**src/hdl/ackst_pkg.sv**
```systemverilog
package ackst_pkg;

  localparam int ANGLE_FRAC_BITS_DEF = 13;
  localparam int CORDIC_STEPS_DEF    = 16;
  localparam int TAB_LEN             = 24;

  localparam int POS_W      = 16;
  localparam int GAIN_W     = 16;
  localparam int LEN_W      = 12;
  localparam int CFG_IDX_W  = 8;
  localparam int CFG_DATA_W = 16;

  localparam int CW = 34;
  localparam int PW = 48;
  localparam int VW = 52;

  localparam longint HALF_PI_Q30 = 64'sd1686629713;

  typedef enum logic [CFG_IDX_W-1:0] {
    REG_SERVO_OFFSET = 8'd0,
    REG_SERVO_GAIN   = 8'd1,
    REG_WHEELBASE    = 8'd2,
    REG_TRACK        = 8'd3
  } cfg_reg_e;

  typedef struct packed {
    logic vld;
    logic zero;
  } ctl_t;

  localparam logic [31:0] ATAN_TAB [TAB_LEN] = '{
    32'h3243F6A8, 32'h1DAC6705, 32'h0FADBAFC, 32'h07F56EA6, 32'h03FEAB76, 32'h01FFD55B,
    32'h00FFFAAA, 32'h007FFF55, 32'h003FFFEA, 32'h001FFFFD, 32'h000FFFFF, 32'h0007FFFF,
    32'h0003FFFF, 32'h0001FFFF, 32'h0000FFFF, 32'h00007FFF, 32'h00003FFF, 32'h00001FFF,
    32'h00000FFF, 32'h000007FF, 32'h000003FF, 32'h000001FF, 32'h000000FF, 32'h0000007F
  };

  function automatic longint half_pi_fix(input int frac);
    return (HALF_PI_Q30 + (64'sd1 <<< (29 - frac))) >>> (30 - frac);
  endfunction

endpackage

```
**src/hdl/ackst_rot.sv**
```systemverilog
module ackst_rot #(
  parameter int STEPS = ackst_pkg::CORDIC_STEPS_DEF
) (
  input  logic                            clk_i,
  input  logic                            rst_ni,
  input  logic                            en_i,
  input  ackst_pkg::ctl_t                 ctl_i,
  input  logic signed [ackst_pkg::CW-1:0] z_i,
  output ackst_pkg::ctl_t                 ctl_o,
  output logic signed [ackst_pkg::CW-1:0] cos_o,
  output logic signed [ackst_pkg::CW-1:0] sin_o
);

  localparam int CW = ackst_pkg::CW;

  ackst_pkg::ctl_t      ctl_s [STEPS+1];
  logic signed [CW-1:0] x_s   [STEPS+1];
  logic signed [CW-1:0] y_s   [STEPS+1];
  logic signed [CW-1:0] z_s   [STEPS+1];

  assign ctl_s[0] = ctl_i;
  assign x_s[0]   = CW'(64'sd1 <<< 30);
  assign y_s[0]   = '0;
  assign z_s[0]   = z_i;

  for (genvar i = 0; i < STEPS; i++) begin : g_stage
    logic signed [CW-1:0] dx;
    logic signed [CW-1:0] dy;
    logic signed [CW-1:0] t;
    assign dx = y_s[i] >>> i;
    assign dy = x_s[i] >>> i;
    assign t  = $signed(CW'(ackst_pkg::ATAN_TAB[i]));

    always_ff @(posedge clk_i or negedge rst_ni) begin
      if (!rst_ni) begin
        ctl_s[i+1] <= '0;
      end else if (en_i) begin
        ctl_s[i+1] <= ctl_s[i];
      end
    end

    always_ff @(posedge clk_i) begin
      if (en_i) begin
        if (!z_s[i][CW-1]) begin
          x_s[i+1] <= x_s[i] - dx;
          y_s[i+1] <= y_s[i] + dy;
          z_s[i+1] <= z_s[i] - t;
        end else begin
          x_s[i+1] <= x_s[i] + dx;
          y_s[i+1] <= y_s[i] - dy;
          z_s[i+1] <= z_s[i] + t;
        end
      end
    end
  end

  assign ctl_o = ctl_s[STEPS];
  assign cos_o = x_s[STEPS];
  assign sin_o = y_s[STEPS];

endmodule

```
**config.mk**
```make
export PLATFORM = sky130hd
export DESIGN_NAME = ackst_rot
export DESIGN_NICKNAME = d
export VERILOG_FILES = /design/src/hdl/ackst_pkg.sv /design/src/hdl/ackst_rot.sv
export SDC_FILE = /design/constraint.sdc
export NUM_CORES = 2
export LEC_CHECK = 0
export ABC_AREA = 0
export ABC_CLOCK_PERIOD_IN_PS = 6000
export BUFFER_PORTS_ARGS = -buffer_cell sky130_fd_sc_hd__buf_2
export CORE_UTILIZATION = 64
export DETAILED_ROUTE_END_ITERATION = 8
export GPL_TIMING_DRIVEN = 0
export PLACE_DENSITY_LB_ADDON = 0.1
export SLEW_MARGIN = 20
export SYNTH_ARGS = -nofsm -noshare
export SYNTH_HDL_FRONTEND = slang
export SYNTH_SLANG_ARGS = --single-unit
```
**constraint.sdc**
```tcl
create_clock -name clk_i -period 6 [get_ports clk_i]
set_clock_uncertainty 0.2 [all_clocks]
set_input_delay 0.9 -clock clk_i [delete_from_list [all_inputs] [get_ports clk_i]]
set_output_delay 0.9 -clock clk_i [all_outputs]
set_load 0.1 [all_outputs]
```
# Word-level counts from Yosys, hierarchy flattened
# Index checks and enable logic that the tools add are counted.
[classes] mux=46 add_sub_neg=90
[op_table] op="$mux 34" count=46
[op_table] op="$add 34x19->34" count=2
[op_table] op="$add 34x20->34" count=2
[op_table] op="$add 34x21->34" count=2
[op_table] op="$add 34x22->34" count=2
[op_table] op="$add 34x23->34" count=2
[op_table] op="$add 34x24->34" count=2
[op_table] op="$add 34x25->34" count=2
[op_table] op="$add 34x26->34" count=2
[op_table] op="$add 34x27->34" count=2
[op_table] op="$add 34x28->34" count=2
[op_table] op="$add 34x29->34" count=2
[op_table] op="$add 34x30->34" count=2
[op_table] op="$add 34x31->34" count=2
[op_table] op="$add 34x31->34 const B" count=2
[op_table] op="$add 34x32->34" count=2
[op_table] op="$sub 34x19->34" count=2
[op_table] op="$sub 34x20->34" count=2
[op_table] op="$sub 34x21->34" count=2
[op_table] op="$sub 34x22->34" count=2
[op_table] op="$sub 34x23->34" count=2
[op_table] op="$sub 34x24->34" count=2
[op_table] op="$sub 34x25->34" count=2
[op_table] op="$sub 34x26->34" count=2
[op_table] op="37 further kinds" count=44
[totals] ff_bits=1596 wordCells=214 output_inout_bits=70

# Depth between registers and ports, before layout
[logic_depth] depth_word=2 mapped_depth=22 depth_no_buf=21

# Worst setup path before layout
# Ideal clock, no wire load.
[synth_timing] path_type="flip-flop to flip-flop" from="register z_s[339] (netlist bit)" to="register z_s[304] (netlist bit) (data pin)" setup_time_ns=0.264 path_stages_with_launch=17 required_ns=5.536 path_buffers=3 path_slack_ns=0.926 t_arrival_ns=4.611 cell_sequence="edfxtp_1 > buf_2 > clkbuf_1 > buf_1 > inv_1 > fa_1 > a21o_1 > a21oi_1 > o21bai_1 > a21oi_1 > a21oi_1 > a2111oi_2 > nor3_1 > o31ai_1 > a21oi_1 > a221oi_1 > xnor2_1"
[synth_via] elab_chain_len=1
[synth_lines] item="start: declaration" line="ackst_rot.sv:19" rtl="logic signed [CW-1:0] z_s [STEPS+1];"
[synth_lines] item="start signal: indexed assignment" line="ackst_rot.sv:47" rtl="z_s[i+1] <= z_s[i] - t;"
[synth_lines] item="start signal: indexed assignment" line="ackst_rot.sv:51" rtl="z_s[i+1] <= z_s[i] + t;"
[synth_lines] item="$mux 34" line="ackst_rot.sv:44" rtl="if (!z_s[i][CW-1]) begin"
# No other way between the ends.
# A chain may end at the register's enable or synchronous reset.

# Worst setup path after layout
[layout_timing] from="register y_s, in the netlist g_stage[8].dx[0]" to="register x_s, in the netlist g_stage[9].dy[22] (data pin)"
[layout_via] elab_chain_len=2
[layout_lines] item="start: declaration" line="ackst_rot.sv:18" rtl="logic signed [CW-1:0] y_s [STEPS+1];"
[layout_lines] item="start signal: indexed assignment" line="ackst_rot.sv:46" rtl="y_s[i+1] <= y_s[i] + dy;"
[layout_lines] item="start signal: indexed assignment" line="ackst_rot.sv:50" rtl="y_s[i+1] <= y_s[i] - dy;"
[layout_lines] item="$sub 34x26->34 / $add 34x26->34 (equally long branches)" line="ackst_rot.sv:45, ackst_rot.sv:49"
[layout_lines] item="$mux 34 (*)" line="ackst_rot.sv:44"
[layout_lines] item="end signal: indexed assignment" line="ackst_rot.sv:45" rtl="x_s[i+1] <= x_s[i] - dx;"
[layout_lines] item="end signal: indexed assignment" line="ackst_rot.sv:49" rtl="x_s[i+1] <= x_s[i] + dx;"
[layout_lines] item="end: declaration" line="ackst_rot.sv:17" rtl="logic signed [CW-1:0] x_s [STEPS+1];"
# Mark *: on every way between the ends. The rest lies on a longest branch, timed or not.

==> metrics.md <==
| Metric | Value |
|---|---|
| Status | completed |
| Yosys top cell by area | edfxtp_1 |
| Remaining Overflow, GRT | 0 |
| R2R Setup Slk | 0.16 ns |
| Worst EP arrival | between 6 and 7 ns |
| DRC Markers | 0 |
| Synth area leaders | edfxtp_1 37%, ha_1 14%, xnor2_1 8.3%, a21oi_1 5.5%, xor2_1 4.4% |
| Routed WL | between 200 and 250 mm |
| Diodes inserted | 0 |
| CTS H-tree lvls | 4 |
| Worst R2R End | g_stage[9].dy[22] |
| Routed len/inst | 19.26 um |
| Via density per instance | approximately 6.1 |
| Nets | about 12,000 |
| Total track usage | between 20% and 30% |
| Crit-path max FO | 7 |
| Synthesized Nets | roughly 11,000 |
| Post-synthesis async set-or-reset flop share | around 2.5% |
| Count of filler cells inserted in the layout | ~12,000 |
| Worst skew pair latency | between 0.7 and 0.8 ns |
| Max-cap violation count | 0 |
| Count of flip-flops with a built-in enable after synthesis | approximately 1,200 |
| Vias in the first global route | approximately 74,000 |
| Max Clk Rate | 171.2 MHz |
| Row cnt | ~150 |
| Clk slew on worst S/H paths | 0.06 ns |
| Post-Synthesis Cells | between 10,000 and 15,000 |
| Worst hold stages | 1 |
| Most frequent cells in the layout | 1,228 x edfxtp_1, 1,149 x ha_1, 1,107 x a21oi_1 |
| Slew margin rel. | roughly a quarter |
| Clock sink count | 1,260 |
| Synth Register Bits | roughly 1,300 |
| Endpoints failing setup | 0 |
| Most common cell after layout, fill and taps aside | edfxtp_1 |
| Initial DRT Pass Iterations | 8 |
| Routed via count | 77,650 |
| Initial Utilization | 64.53% |
| Final core utilization | between 60 and 70% |
| CP Launch Type | flip-flop |
| Fraction of layout cells with a size suffix above 1 | 5.872% |
| RD Place Congestion | between 0.9 and 1 |
| Period minus WS final | ~5.8 ns |
| Hold endpoint | z_s[512] |
| Warnings, synthesis | 0 |
| Die ar. | roughly 160,000 sq um |
| Hold path startpoint | z_i[2] |
| Core ar. | approximately 160,000 sq um |
| Seq/Total Area, Yosys | 37.34% |
| Remaining antenna violation count | 0 |
| Die X | ~400 um |
| Area Overhead vs Synth | 8.285% |
| Crit. End Element | flip-flop |
| 1st-iter DRT viols | around 5,600 |
| Total Neg Setup Slack | 0 ns |
| Critical-path cell list | inv_1, ha_1, nand2b_1, or4_1, nor2_1, nand2_1, nor4_1, nor2_1, xnor2_1, ha_1, clkbuf_1, nand4_1, o311ai_1, a21o_1, a21oi_1, o311ai_1, xor2_1 |
| Mapped Area | between 100,000 and 150,000 sq um |
| Initial antenna violation count | 0 |
| Slew Limit Fails | 0 |
| First-pass GRT wire length | 384.0 mm |
| Max incr delay on CP | between 0.8 and 0.9 ns |
| Hold Crit Class | primary input to flip-flop |
| WP data required | 6.32 ns |
| Largest net degree at the start of global routing | 150 |
| Max Buffers Root-to-Sink | 3 |
| Ys flop type | edfxtp_1 |
| I/O Buffers | between 100 and 150 |
| Syn avg cell area | between 9 and 10 sq um |
| Post-synth top area share | roughly 37% |
| Slowest cell on crit path | nor4_1 |
| Yosys cell types | just under 100 |
| Worst reg2reg path depth | 17 |
| Clock root cell | clkbuf_16 |
| Worst-Margin Slew | 1.113 ns |
| CTS tree | yes |
| Fin. Hold Viols | 0 |
| Die height | ~400 um |
| FF-to-FF Start | g_stage[8].dx[0] |
| # IOs | about 110 |
| CP Class | flip-flop to flip-flop |
| Num CTS Buffers | 143 |
| Final period utilization | a little over nine tenths |
| Dpl hpwl | around 190 mm |
-- Yosys cell counts, types with 22 or more instances --
| cell | count |
|---|---|
| xnor2_1 | 956 |
| inv_1 | 433 |
| o21ai_1 | 81 |
| nor3_1 | 213 |
| and3_1 | 73 |
| o2111ai_1 | 23 |
| fa_1 | 40 |
| dfrtp_1 | 32 |
| a211oi_1 | 79 |
| a211o_1 | 23 |
| a31oi_1 | 112 |
| nor4_1 | 39 |
| nand2_1 | 481 |
| o31a_1 | 27 |
| nand3_1 | 173 |
| and2_1 | 46 |
| o41ai_1 | 26 |
| nand2b_1 | 186 |
| o21bai_1 | 152 |
| buf_1 | 30 |
| o21a_1 | 137 |
| o211ai_1 | 36 |
| buf_4 | 70 |
| mux2i_1 | 39 |
| nor2b_1 | 184 |
| nor2_1 | 738 |
| ha_1 | 1149 |
| nor3b_1 | 22 |
| a21o_1 | 553 |
| mux2_2 | 71 |
| or2_2 | 33 |
| nand4_1 | 77 |
| edfxtp_1 | 1228 |
| or3_1 | 47 |
| o21ai_0 | 444 |
| clkbuf_1 | 125 |
| xor2_1 | 505 |
| o31ai_1 | 48 |
| a21oi_1 | 1107 |
-- per-stage QoR --
| step | setup WS (ns) | instances | area, sq um | hold WS (ns) |
|---|---|---|---|---|
| after floorplan | 0.9257 | 10180 | 100900 | 0.2003 |
| after global placement | -15.59 | 12340 | 104000 | 0.2055 |
| after detailed placement | -0.9841 | 12350 | 104300 | 0.2045 |
| after CTS | 0.001153 | 12630 | 109200 | 0.03217 |
| after global routing | -0.02215 | 12630 | 109300 | 0.04884 |
| final | 0.1583 | 12630 | 109300 | 0.09027 |
-- kinds of logic (layout without fill, tap and decap cells) --
kind of cell | after synthesis | count (layout) | synth area share, %
fa+ha+maj | 1189 | 1189 | 15.04
compound gates | 3101 | 3101 | 19.50
mux | 110 | 110 | 1.179
flops | 1260 | 1260 | 37.34
simple gates | 2391 | 2391 | 11.53
xor+xnor | 1461 | 1461 | 12.68
buf+inv | 664 | 1063 | 2.735
-- worst max-delay path, delay by kind of cell, from the launching register on --
family	cells	cell delay, ns
AOI/OAI and AO/OA	4	1.35
xor gates and xnor gates	2	0.28
and+or+nand+nor	7	2.49
adders and majority gates	2	0.44
buffers and inverters	2	0.35
DFF	1	0.46
-- state kept, by name, indices dropped and copies added (netlist names), 30 cells and up --
signal      cells
z_s           477
g_stage.dx    254
g_stage.dy    251
x_s            89
y_s            89
cos_o          34
sin_o          34
ctl_s          30
-- area by class of cell --
type / count / area, sq um / share of cell area (%)
repair inverters: 3 / 15.01 / 0.01374
clock inverters: 87 / 892.1 / 0.8164
plain buffers: 226 / 1136 / 1.040
flip-flops and latches: 1260 / 37680 / 34.48
well taps: 2058 / 2575 / 2.356
repair buffers: 139 / 985.9 / 0.9023
inverters: 435 / 1648 / 1.508
clock buffers: 173 / 3817 / 3.493
multi-input cells: 8252 / 60530 / 55.39
-- routing by layer --
metal / vias to the layer above / GRT usage [%] / part of all wire, %
li1: 38270 / - / -
met1: 36830 / 38.00 / 43
met2: 2085 / 52.39 / 48
met3: 464 / 3.506 / 4.9
met4: 0 / 10.73 / 3.7
met5: - / 0 / 0
-- worst max path at each step --
stage / slack, ns / to / from
floorplan: 0.93 / z_s[304] / z_s[339]
global placement: -15.59 / ctl_s[28] / en_i
detailed placement: -0.98 / g_stage[13].dx[14] / z_s[169]
CTS: 0.001 / z_s[371] / z_s[407]
global route: -0.02 / g_stage[15].dy[15] / z_s[101]
finish: 0.16 / g_stage[9].dy[22] / g_stage[8].dx[0]
-- repair_timing --
| item | 4_1_cts | 5_1_grt |
|---|---|---|
| gates cloned | 2 | 1 |
| buffers inserted | 12 | 8 |
| hold buffers | 1 | 0 |
| gates resized for setup | 17 | 10 |
| endpoints found under the setup margin | 133 | 34 |
| endpoints found under the hold margin | 32 | 0 |
| pin swaps | 0 | 1 |
Power is not shown: default switching activity piles up to over one toggle a cycle in this logic, so the estimate is an artifact.
