<file path="src/hdl/ackst_pkg.sv">
package ackst_pkg;

  localparam int ANGLE_FRAC_BITS_DEF = 13;
  localparam int CORDIC_STEPS_DEF    = 16;
  localparam int TAB_LEN             = 24;

  localparam int POS_W      = 16;
  localparam int GAIN_W     = 16;
  localparam int LEN_W      = 12;
  localparam int CFG_IDX_W  = 8;
  localparam int CFG_DATA_W = 16;

  localparam int CW = 34;
  localparam int PW = 48;
  localparam int VW = 52;

  localparam longint HALF_PI_Q30 = 64'sd1686629713;

  typedef enum logic [CFG_IDX_W-1:0] {
    REG_SERVO_OFFSET = 8'd0,
    REG_SERVO_GAIN   = 8'd1,
    REG_WHEELBASE    = 8'd2,
    REG_TRACK        = 8'd3
  } cfg_reg_e;

  typedef struct packed {
    logic vld;
    logic zero;
  } ctl_t;

  localparam logic [31:0] ATAN_TAB [TAB_LEN] = '{
    32'h3243F6A8, 32'h1DAC6705, 32'h0FADBAFC, 32'h07F56EA6, 32'h03FEAB76, 32'h01FFD55B,
    32'h00FFFAAA, 32'h007FFF55, 32'h003FFFEA, 32'h001FFFFD, 32'h000FFFFF, 32'h0007FFFF,
    32'h0003FFFF, 32'h0001FFFF, 32'h0000FFFF, 32'h00007FFF, 32'h00003FFF, 32'h00001FFF,
    32'h00000FFF, 32'h000007FF, 32'h000003FF, 32'h000001FF, 32'h000000FF, 32'h0000007F
  };

  function automatic longint half_pi_fix(input int frac);
    return (HALF_PI_Q30 + (64'sd1 <<< (29 - frac))) >>> (30 - frac);
  endfunction

endpackage

</file>
<file path="src/hdl/ackst_div.sv">
module ackst_div #(
  parameter int FRAC = ackst_pkg::ANGLE_FRAC_BITS_DEF
) (
  input  logic                                clk_i,
  input  logic                                rst_ni,
  input  logic                                en_i,
  input  logic                                vld_i,
  input  logic [ackst_pkg::POS_W-1:0]         pos_i,
  input  logic [ackst_pkg::POS_W-1:0]         offset_i,
  input  logic signed [ackst_pkg::GAIN_W-1:0] gain_i,
  input  logic                                wb_zero_i,
  output ackst_pkg::ctl_t                     ctl_o,
  output logic signed [ackst_pkg::CW-1:0]     z_o
);

  localparam int QB   = FRAC + 1;
  localparam int DW   = FRAC + 14;
  localparam int CMPW = FRAC + 18;
  localparam logic [QB-1:0] PMAG = QB'(ackst_pkg::half_pi_fix(FRAC));

  logic signed [16:0] diff;
  logic [16:0]        dabs;
  logic [16:0]        gext;
  logic [16:0]        gabs;
  logic [DW-1:0]      an;
  logic [DW-1:0]      dvd;
  logic [16:0]        dv;
  logic               ovf;

  always_comb begin
    diff = $signed({1'b0, pos_i}) - $signed({1'b0, offset_i});
    dabs = diff[16] ? 17'(-diff) : 17'(diff);
    gext = {gain_i[15], gain_i};
    gabs = gain_i[15] ? 17'(-gext) : gext;
    an   = DW'(dabs[15:0]) << (FRAC - 4);
    dvd  = (an << 1) + DW'(gabs[15:0]);
    dv   = {gabs[15:0], 1'b0};
    ovf  = CMPW'(dvd) >= (CMPW'(dv) << QB);
  end

  ackst_pkg::ctl_t ctl_q [QB+1];
  logic [DW-1:0]   rem_q [QB+1];
  logic [QB-1:0]   quo_q [QB+1];
  logic [16:0]     dv_q  [QB+1];
  logic            ovf_q [QB+1];
  logic            neg_q [QB+1];

  always_ff @(posedge clk_i or negedge rst_ni) begin
    if (!rst_ni) begin
      ctl_q[0] <= '0;
    end else if (en_i) begin
      ctl_q[0].vld  <= vld_i;
      ctl_q[0].zero <= (gain_i == '0) || wb_zero_i;
    end
  end

  always_ff @(posedge clk_i) begin
    if (en_i) begin
      rem_q[0] <= dvd;
      quo_q[0] <= '0;
      dv_q[0]  <= dv;
      ovf_q[0] <= ovf;
      neg_q[0] <= diff[16] ^ gain_i[15];
    end
  end

  for (genvar j = 0; j < QB; j++) begin : g_bit
    localparam int K = QB - 1 - j;
    logic [CMPW-1:0] sh;
    logic            ge;
    assign sh = CMPW'(dv_q[j]) << K;
    assign ge = CMPW'(rem_q[j]) >= sh;

    always_ff @(posedge clk_i or negedge rst_ni) begin
      if (!rst_ni) begin
        ctl_q[j+1] <= '0;
      end else if (en_i) begin
        ctl_q[j+1] <= ctl_q[j];
      end
    end

    always_ff @(posedge clk_i) begin
      if (en_i) begin
        rem_q[j+1] <= ge ? DW'(CMPW'(rem_q[j]) - sh) : rem_q[j];
        quo_q[j+1] <= quo_q[j] | (ge ? (QB'(1) << K) : '0);
        dv_q[j+1]  <= dv_q[j];
        ovf_q[j+1] <= ovf_q[j];
        neg_q[j+1] <= neg_q[j];
      end
    end
  end

  logic [QB-1:0]      mag;
  logic signed [QB:0] ang;

  always_comb begin
    mag = (ovf_q[QB] || (quo_q[QB] > PMAG)) ? PMAG : quo_q[QB];
    ang = neg_q[QB] ? -$signed({1'b0, mag}) : $signed({1'b0, mag});
  end

  ackst_pkg::ctl_t                 ctl_out_q;
  logic signed [ackst_pkg::CW-1:0] z_q;

  always_ff @(posedge clk_i or negedge rst_ni) begin
    if (!rst_ni) begin
      ctl_out_q <= '0;
    end else if (en_i) begin
      ctl_out_q.vld  <= ctl_q[QB].vld;
      ctl_out_q.zero <= ctl_q[QB].zero || (mag == '0);
    end
  end

  always_ff @(posedge clk_i) begin
    if (en_i) begin
      z_q <= ackst_pkg::CW'(ang) <<< (30 - FRAC);
    end
  end

  assign ctl_o = ctl_out_q;
  assign z_o   = z_q;

endmodule

</file>
<file path="config.mk">
export PLATFORM = sky130hd
export DESIGN_NAME = ackst_div
export DESIGN_NICKNAME = d
export VERILOG_FILES = /design/src/hdl/ackst_pkg.sv /design/src/hdl/ackst_div.sv
export SDC_FILE = /design/constraint.sdc
export NUM_CORES = 1
export LEC_CHECK = 0
export ABC_CLOCK_PERIOD_IN_PS = 5420
export BUFFER_PORTS_ARGS = -buffer_cell sky130_fd_sc_hd__clkbuf_2
export CORE_UTILIZATION = 57
export DETAILED_ROUTE_END_ITERATION = 8
export GPL_TIMING_DRIVEN = 0
export PLACE_DENSITY = 0.79
export SYNTH_ARGS = -nofsm -noshare
export SYNTH_HDL_FRONTEND = slang
export SYNTH_SLANG_ARGS = --single-unit
</file>
<file path="constraint.sdc">
create_clock -name clk_i -period 5.42 [get_ports clk_i]
set_clock_uncertainty 0.15 [all_clocks]
set_input_delay 0.271 -clock clk_i [delete_from_list [all_inputs] [get_ports clk_i]]
set_output_delay 0.271 -clock clk_i [all_outputs]
set_load 0.01 [all_outputs]
</file>
## Word level (Yosys, flattened, before mapping)

Memories as Yosys holds them, arrays and structs flattened.
Index checks and enable logic that the tools add are counted.

- Register bits: 47
- Input port bits: 53
- Logic and storage cells: 127
- Memory bits (writable): 900
- Memories: 5
- Output and inout port bits: 36

- Add/sub/neg operators: 19
- Reduce and logical (&&, ||, !) cells: 5
- Order comparisons: 16
- Bitwise gates (word level): 15
- Muxes and demuxes: 34

Memory list:

| memory | words | width | read ports | clocked after Yosys merged registers in | write ports | RTL line | source |
|---|---|---|---|---|---|---|---|
| rem_q | 15 | 27 | 14 | 0 | 15 | ackst_div.sv:42 | `logic [DW-1:0] rem_q [QB+1];` |
| dv_q | 15 | 17 | 14 | 0 | 15 | ackst_div.sv:44 | `logic [16:0] dv_q [QB+1];` |
| quo_q | 15 | 14 | 15 | 0 | 15 | ackst_div.sv:43 | `logic [QB-1:0] quo_q [QB+1];` |
| neg_q | 15 | 1 | 15 | 0 | 15 | ackst_div.sv:46 | `logic neg_q [QB+1];` |
| ovf_q | 15 | 1 | 15 | 0 | 15 | ackst_div.sv:45 | `logic ovf_q [QB+1];` |

Operator list:

| operator | number |
|---|---|
| $mux 27 | 14 |
| $sub 27x27->27 | 4 |
| $mux 16 | 2 |
| $neg 16->16 | 2 |
| $ge 27x31->1 | 1 |
| $ge 27x30->1 | 1 |
| $ge 27x29->1 | 1 |
| $ge 27x28->1 | 1 |
| $mux 14 | 2 |
| $add 26x16->27 | 1 |
| $ge 27x17->1 | 1 |
| $ge 27x18->1 | 1 |
| $ge 27x19->1 | 1 |
| $ge 27x20->1 | 1 |
| $ge 27x21->1 | 1 |
| $ge 27x22->1 | 1 |
| $ge 27x23->1 | 1 |
| $ge 27x24->1 | 1 |
| $ge 27x25->1 | 1 |
| $ge 27x26->1 | 1 |
| $ge 27x27->1 | 1 |
| $sub 27x17->27 | 1 |
| $sub 27x18->27 | 1 |
| $sub 27x19->27 | 1 |
| 42 further kinds | 46 |

## Depth between registers and ports, before layout

Gate-level depths: netlist of the first run.
An unclocked memory read counts as a cell.

- Depth in word-level cells: 6
- Gate-level depth with buffers: 33
- Gate-level depth less buffers: 32

## Least setup slack after synthesis of the first run

OpenSTA, ideal clock, no wires.

- Path type: input port to flip-flop
- Start point: input port pos_i[0] (netlist name)
- End point: memory ovf_q[0][0], data pin
- Stages on the path: 31
- Required time: 5.005 ns
- Setup slack: -0.857 ns
- Library setup time: 0.265 ns
- Path buffers: 1
- Data arrival time: 5.862 ns
- Cells stage by stage: inv_1 ha_1 inv_1 fa_1 a211oi_1 o31a_1 o211ai_1 a41o_1 a21oi_1 buf_2 o21ai_0 fa_1 a21o_1 a21oi_1 o21bai_1 a21oi_1 nand2_1 a21oi_1 a21oi_1 a311oi_1 a31oi_1 xnor2_1 ha_1 o21a_1 o21a_1 o21a_1 o21ai_0 a21oi_1 o31a_1 o2111ai_1 nand3_1

RTL lines:

| item | RTL line | source |
|---|---|---|
| from (decl) | ackst_div.sv:8 | `input logic [ackst_pkg::POS_W-1:0] pos_i,` |
| to (decl) | ackst_div.sv:45 |  |

==> reports/results.tsv, run 1 <==
stage	metric	value	unit
place	Worst Setup Slack post-DPL	-1.40	ns
finish	fill cell instance count of the final layout	4697	
cts	clock insertion delay at the later pin of the skew report	0.62	ns
cts	CTS H-tree depth	3	
power	Tot Pwr	19.4	mW
power	largest voltage drop on the vdd net	0.279	mV
sta	Hold Fails Final Rpt	0	
route	post-detailed-route via-to-cell ratio	5.85	
critical_path	biggest cell delay along the critical path	0.36	ns
grt	global router's overall resource usage	24.1	%
critical_path	worst-path maximum fanout	3	
place	I/O Buffers	69	
route	routed len/inst	18.4	um
power	combinational share of power	35.0	%
place	RD Place Congestion	0.920	
floorplanning	height of the die	258	um
synth	largest area contributor in the netlist	sky130_fd_sc_hd__edfxtp_1	
floorplanning	Total Die Area	0.0665	mm^2
cts	clock buffer count from CTS	71	
worst_hold_path	min-delay worst type	input port to register	
route	DRT iter0 DRCs	2037	
sta	Achievable Freq	170	MHz
power	share of power burned in the clock network	24.2	%
power	portion of total power attributed to sequential cells	40.8	%
sta	unrepaired setup endpoints after global routing	yes	
grt	vias in the first global route	25300	
route	final antenna-violating net count	0	
route	Post-route DRC	0	
run_status	failing checks	negative setup slack	
power	Net Switching	6.46	mW
critical_path	capture point of the worst reg-to-reg path	rem_q[0][49]	
critical_path	library cell contributing the largest single delay on the critical path	sky130_fd_sc_hd__fa_2	
power	sw frac	33.2	%
cts	root cell of the clock tree	sky130_fd_sc_hd__clkbuf_16	
sta	final critical-path share of the clock period	109	%
sta	transition at the pin with the smallest max-transition slack	0.908	ns
synth	area fraction of the dominant cell type after synthesis	52.1	%
finish	Finished Cell Area	0.0420	mm^2
critical_path	worst reg2reg setup slack	0.87	ns
critical_path	crit path launch	pos_i[0]	
place	Final HPWL DP	56200	um
floorplanning	floorplan die width	258	um
floorplanning	Initial Util	57.8	%
grt	number of antenna violations at the first check in global routing	0	
synth	sequential element share of the synthesized area	54.3	%
sta	minimum clock period after layout	5.89	ns
critical_path	endpoint class of the critical path	register	
run_status	run status	finished, violations left	
finish	area of the multi-input gates	0.0157	mm^2
sta	Worst slew margin	39.0	%
power	Power Internal	13.0	mW
worst_hold_path	worst hold endpoint	rem_q[0][1]	
floorplanning	placeable core area	0.0646	mm^2
grt	pin count of the biggest net entering global routing	126	
place	total cell area at the placement stage	0.0390	mm^2
sta	Final Worst Setup Slack	-0.470	ns
cts	clock tree from TritonCTS	done	
cts	Worst-path clk slew	0.06	ns
synth	area of the mapped netlist	0.0373	mm^2
finish	register cell area after layout	0.0203	mm^2
finish	number of nets at the end of the flow	3768	
run	reported max-cap violation count	0	
critical_path	startpoint class of the critical path	input port	
cts	buffer levels on the longest clock path	3	
cts	clk sink count	680	
synth	Most used DFF post-synth	sky130_fd_sc_hd__edfxtp_1	
synth	number of distinct library cell variants in the gate-level netlist after synthesis	90	
finish	diodes inserted	0	
grt	wire length of the first global-routing pass	128000	um
critical_path	WP data arrival	6.08	ns
finish	area grow syn2layout	12.6	%
sta	Finish-stage setup viols	1	
critical_path	kind of critical path	input port to register	
grt	grt ovf	0	
route	via total after detailed routing	25500	
synth	cell types with the largest area share after synthesis	sky130_fd_sc_hd__edfxtp_1 52%, sky130_fd_sc_hd__ha_1 8.5%, sky130_fd_sc_hd__inv_1 3.3%	
worst_hold_path	Hold Path Stages	5	
floorplanning	# rows	93	
critical_path	Worst R2R Start	rem_q[0][0]	
synth	register bit total from synthesis	680	
critical_path	depth of the most critical reg-to-reg path	13	
route	total iterations of the first detailed-routing run	6	
critical_path	Most Frequent Cell on Critical Path	sky130_fd_sc_hd__buf_4	
synth	Synth Instances	3208	
floorplanning	Top-Level Pins	89	
power	total leakage power	17.0	nW
finish	fraction of layout cells with a size suffix above 1	12.6	%
synth	number of warning messages in the yosys log	0	
sta	max-slew violations	0	
worst_hold_path	startpoint of the lowest-slack hold path	gain_i[1]	
power	pwr/cell area	463	mW/mm^2
critical_path	WP data required	5.61	ns
sta	post-route worst hold slack	0.0502	ns
synth	number of synthesized flops with an enable pin	648	
synth	average instance area after synthesis	11.6	um^2
route	Total Wirelength	80100	um
synth	share of synthesized flip-flops with an asynchronous set or reset	4.71	%
## power groups by stage
stage	sequential, mW	clock [mW]	combinational (mW)
3_3_place_gp	8.09	0	6.30
6_report	7.94	4.70	6.81
5_1_grt	8.03	4.97	7.56
3_5_place_dp	8.00	0	6.45
2_1_floorplan	7.73	0	5.08
4_1_cts	7.92	4.78	6.67
## stage by stage
step	util (%)	TNS, ns	instances
after floorplan	-	-0.274	3224
after global placement	60.2	-4482.04	4148
after detailed placement	60.4	-1.40	4154
after CTS	64.9	-0.280	4346
after global routing	65.1	-0.691	4351
final	65.1	-0.470	4351
## worst max path at each step
stage          slack [ns]  cells past startpoint     endpoint
2_1_floorplan       -0.27                     32  ovf_q[0][0]
3_3_place_gp        -7.30                      4    ctl_q[29]
3_5_place_dp        -1.40                     33  ovf_q[0][0]
5_1_grt             -0.66                     34  ovf_q[0][0]
6_report            -0.47                     41  ovf_q[0][0]
4_1_cts             -0.28                     33  ovf_q[0][0]
## cell usage in the layout, fill, tap and decap left out, types with 68 or more instances in the layout
cell type / instances
sky130_fd_sc_hd__edfxtp_1: 648
sky130_fd_sc_hd__inv_1: 328
sky130_fd_sc_hd__ha_1: 253
sky130_fd_sc_hd__nand2_1: 199
sky130_fd_sc_hd__nor2_1: 198
sky130_fd_sc_hd__a21oi_1: 176
sky130_fd_sc_hd__o21ai_0: 160
sky130_fd_sc_hd__xnor2_1: 117
sky130_fd_sc_hd__xor2_1: 98
sky130_fd_sc_hd__mux2_2: 98
sky130_fd_sc_hd__a21o_1: 80
sky130_fd_sc_hd__buf_4: 76
sky130_fd_sc_hd__clkbuf_16: 72
sky130_fd_sc_hd__clkbuf_2: 68
## Yosys cell counts (all sizes together) (11+ instances only)
cell type    n
edfxtp     648
inv        331
ha         254
nand2      201
nor2       201
a21oi      185
o21ai      180
xnor2      124
xor2       101
mux2       100
a21o        80
nor3        64
nor2b       50
nand4       47
nand2b      42
nand3       41
nor4        41
clkbuf      36
o21a        35
buf         33
dfrtp       32
o31ai       28
a211oi      26
and3        25
or3         24
a21boi      21
a31oi       19
or2         18
and2        17
fa          15
mux2i       13
o21bai      13
and4        12
a311oi      11
a31o        11
## sequential cells by signal, summed over array words and instances (netlist names)
| signal | cells |
|---|---|
| dv_q | 120 |
| ovf_q | 15 |
| rem_q | 378 |
| z_o | 15 |
| ctl_q | 30 |
| quo_q | 105 |
| ctl_o | 2 |
| neg_q | 15 |
## cell families (layout without fill, tap and decap cells)
group	count (synthesis)	in the layout	share of synthesized area, %
XOR/XNOR	225	225	5.30
adder cells (fa/ha/maj)	269	269	9.32
AND/OR/NAND/NOR	832	832	11.5
AO/OA/AOI/OAI	688	688	12.0
other	1	17	0.0100
flip-flops	680	680	54.3
buffers and inverters	400	672	4.29
multiplexers	113	113	3.37
## layer usage
| metal | GRT usage (%) | up-vias | part of all wire (%) |
|---|---|---|---|
| met3 | 3.69 | 206 | 5.6 |
| met5 | 0 | - | 0 |
| met4 | 9.75 | 0 | 3.9 |
| met1 | 29.7 | 12200 | 41 |
| met2 | 42.3 | 814 | 50 |
| li1 | - | 12300 | - |
## final cells by class
class                   count  area share (%)
plain buffers              69           0.887
clock buffers              89            4.44
clock inverters            34           0.887
inverters                 331            2.96
multi-input cells        2144            37.4
flip-flops and latches    680            48.2
well taps                 855            2.55
repair buffers            149            2.69
## timing repair
item                                   CTS  global route
setup endpoints to repair                1             3
resized for setup                       12            11
setup buffers                           52             5
endpoints found under the hold margin   49             0
pin swaps                               26            22
hold buffers                            17             0
## worst max-delay path: cells and delay by family
kind	cells	cell delay, ns
adders and majority gates	3	0.76
xor gates and xnor gates	3	0.61
and+or+nand+nor	2	0.20
AOI/OAI and AO/OA	5	0.90
buffers and inverters	28	3.32
Note: power is estimated with default switching activity, not from simulation.
==> run 2, diff against run 1 <==
--- a/config.mk
+++ b/config.mk
@@ -8,6 +8,7 @@
 export ABC_CLOCK_PERIOD_IN_PS = 5420
 export BUFFER_PORTS_ARGS = -buffer_cell sky130_fd_sc_hd__clkbuf_2
 export CORE_UTILIZATION = 57
+export CTS_BUF_LIST = sky130_fd_sc_hd__clkbuf_2 sky130_fd_sc_hd__clkbuf_4 sky130_fd_sc_hd__clkbuf_8
 export DETAILED_ROUTE_END_ITERATION = 8
 export GPL_TIMING_DRIVEN = 0
 export PLACE_DENSITY = 0.79
==> reports/results.tsv, run 2 (same netlist as run 1, synthesis figures left out) <==
stage	metric	value	unit	change
place	Final HPWL DP	56200	um	unchanged
critical_path	startpoint class of the critical path	input port		unchanged
power	pwr/cell area	452	mW/mm^2	was 463 mW/mm^2
critical_path	kind of critical path	input port to register		unchanged
sta	transition at the pin with the smallest max-transition slack	0.927	ns	was 0.908 ns
grt	number of antenna violations at the first check in global routing	2		was 0
critical_path	biggest cell delay along the critical path	0.36	ns	about the same
grt	wire length of the first global-routing pass	126000	um	was 128000 um
cts	buffer levels on the longest clock path	3		unchanged
finish	area grow syn2layout	12.4	%	was 12.6%
finish	Regs by FF count	rem_q (378), dv_q (120), quo_q (105)		unchanged
critical_path	Most Frequent Cell on Critical Path	sky130_fd_sc_hd__buf_4		unchanged
cts	clock buffer count from CTS	106		was 71
floorplanning	height of the die	258	um	unchanged
floorplanning	Initial Util	57.8	%	unchanged
finish	final cell count without fillers	4427		was 4351
route	DRT iter0 DRCs	2180		was 2037
finish	area of the multi-input gates	0.0156	mm^2	was 0.0157 mm^2
finish	Finished Cell Area	0.0419	mm^2	was 0.0420 mm^2
grt	vias in the first global route	25200		was 25300
sta	Worst slew margin	37.8	%	was 39.0%
grt	grt ovf	0		unchanged
finish	Top reg by flops	rem_q		unchanged
sta	Final Worst Setup Slack	-0.272	ns	was -0.470 ns
finish	commonest non-fill, non-tap cells in the layout	648 x sky130_fd_sc_hd__edfxtp_1, 328 x sky130_fd_sc_hd__inv_1, 252 x sky130_fd_sc_hd__ha_1, 199 x sky130_fd_sc_hd__nand2_1, 198 x sky130_fd_sc_hd__nor2_1		was 648 x sky130_fd_sc_hd__edfxtp_1, 328 x sky130_fd_sc_hd__inv_1, 253 x sky130_fd_sc_hd__ha_1, 199 x sky130_fd_sc_hd__nand2_1, 198 x sky130_fd_sc_hd__nor2_1
critical_path	worst-path maximum fanout	2		was 3
grt	pin count of the biggest net entering global routing	126		unchanged
floorplanning	placeable core area	0.0646	mm^2	unchanged
critical_path	crit path launch	pos_i[0]		unchanged
run_status	failing checks	negative setup slack		unchanged
finish	fill cell instance count of the final layout	4713		was 4697
route	Total Wirelength	78000	um	was 80100 um
finish	register cell area after layout	0.0203	mm^2	unchanged
run	reported max-cap violation count	0		unchanged
sta	Achievable Freq	176	MHz	was 170 MHz
critical_path	WP data required	5.74	ns	was 5.61 ns
finish	number of nets at the end of the flow	3808		was 3768
route	post-detailed-route via-to-cell ratio	5.73		was 5.85
finish	share of the core filled with cells in the final layout	65.0	%	was 65.1%
cts	CTS H-tree depth	3		unchanged
worst_hold_path	startpoint of the lowest-slack hold path	gain_i[15]		was gain_i[1]
sta	max-slew violations	0		unchanged
critical_path	WP data arrival	6.02	ns	was 6.08 ns
route	final antenna-violating net count	0		unchanged
grt	global router's overall resource usage	23.7	%	was 24.1%
place	total cell area at the placement stage	0.0390	mm^2	unchanged
sta	minimum clock period after layout	5.69	ns	was 5.89 ns
cts	root cell of the clock tree	sky130_fd_sc_hd__clkbuf_8		was sky130_fd_sc_hd__clkbuf_16
route	routed len/inst	17.6	um	was 18.4 um
cts	clock insertion delay at the later pin of the skew report	0.72	ns	was 0.62 ns
place	total instance count after detailed placement	4154		unchanged
finish	fraction of layout cells with a size suffix above 1	14.1	%	was 12.6%
floorplanning	# rows	93		unchanged
floorplanning	Top-Level Pins	89		unchanged
cts	clk sink count	680		unchanged
critical_path	Worst R2R Start	rem_q[0][0]		unchanged
finish	most common cell after layout, fill and taps aside	sky130_fd_sc_hd__edfxtp_1		unchanged
floorplanning	Total Die Area	0.0665	mm^2	unchanged
power	total leakage power	17.0	nW	about the same
power	largest voltage drop on the vdd net	0.257	mV	was 0.279 mV
route	Post-route DRC	0		unchanged
place	I/O Buffers	69		unchanged
sta	final critical-path share of the clock period	105	%	was 109%
route	via total after detailed routing	25400		was 25500
floorplanning	floorplan die width	258	um	unchanged
sta	Finish-stage setup viols	1		unchanged
critical_path	endpoint class of the critical path	register		unchanged
sta	Hold Fails Final Rpt	0		unchanged
cts	Worst-path clk slew	0.06	ns	about the same
run_status	run status	finished, violations left		unchanged
place	RD Place Congestion	0.920		unchanged
finish	Largest register FFs	378		unchanged
route	total iterations of the first detailed-routing run	6		unchanged
cts	clock tree from TritonCTS	done		unchanged
critical_path	library cell contributing the largest single delay on the critical path	sky130_fd_sc_hd__fa_2		unchanged
sta	total negative slack for setup checks	-0.272	ns	was -0.470 ns
worst_hold_path	min-delay worst type	input port to register		unchanged
sta	unrepaired setup endpoints after global routing	yes		unchanged
-- run 2: changes by cell type in the layout (fill, tap and decap cells not counted), sizes merged --
cell	before	now
bufinv	4	1
dlygate4sd3	17	30
clkinvlp	3	2
diode	0	1
clkinv	25	30
clkbuf	194	261
inv	333	336
buf	96	87
-- run 2: layer usage --
metal / wire, um / track usage [%] / part of all wire [%] / up-vias
met1: 32100 / 29.5 / 41 / 12100
li1: - / - / - / 12300
met2: 38600 / 41.0 / 50 / 753
met4: 2920 / 9.81 / 3.7 / 2
met3: 4370 / 3.76 / 5.6 / 201
met5: 9 / 0 / 0.012 / -
-- run 2: path summary, 6_finish.rpt --
kind / slack [ns] / cells past startpoint / endpoint
worst min-delay path: 0.07 / 3 / rem_q[0][9]
min in group asynchronous: 0.41 / 4 / ctl_q[2]
max in group asynchronous: 4.54 / 4 / ctl_q[24]
worst min register to register: 0.26 / 0 / quo_q[1][39]
worst max-delay path: -0.27 / 40 / ovf_q[0][0]
worst max register to register: 0.90 / 13 / rem_q[0][49]
-- run 2: timing repair --
item / in CTS / in global routing
pin swaps: 21 / 16
hold endpoints to repair: 55 / 0
buffers inserted: 46 / 2
setup endpoints to repair: 1 / 1
hold buffers: 31 / 0
cloned: 0 / 0
gates resized for setup: 12 / 5
-- run 2: layout make-up --
cell class / instances / area share [%]
repair buffers: 154 / 2.86
plain buffers: 69 / 0.895
diodes: 1 / 0.00597
clock inverters: 38 / 0.662
inverters: 331 / 2.96
multi-input cells: 2144 / 37.3
flip-flops and latches: 680 / 48.3
clock buffers: 155 / 4.46
well taps: 855 / 2.55
-- run 2: power by group --
group | internal (mW) | switching [mW] | leakage, nW
sequential | 7.26 | 0.670 | 6.65
clock | 2.29 | 2.04 | 1.14
combinational | 3.03 | 3.69 | 9.26
-- run 2: critical path, delay by kind of cell --
| kind | cells | cell delay (ns) |
|---|---|---|
| buffers and inverters | 27 | 3.17 |
| adders and majority gates | 3 | 0.82 |
| AOI/OAI and AO/OA | 5 | 0.81 |
| and+or+nand+nor | 3 | 0.52 |
| xor gates and xnor gates | 2 | 0.39 |
-- run 2: stage by stage --
stage                     hold WS, ns  power [mW]  worst slack, ns
final                          0.0705        19.0           -0.272
after global routing           0.0770        20.1           -0.403
after CTS                      0.0123        19.0          -0.0693
after detailed placement        0.238        14.5            -1.40
after global placement          0.220        14.4            -7.30
after floorplan                -0.175        12.8           -0.274
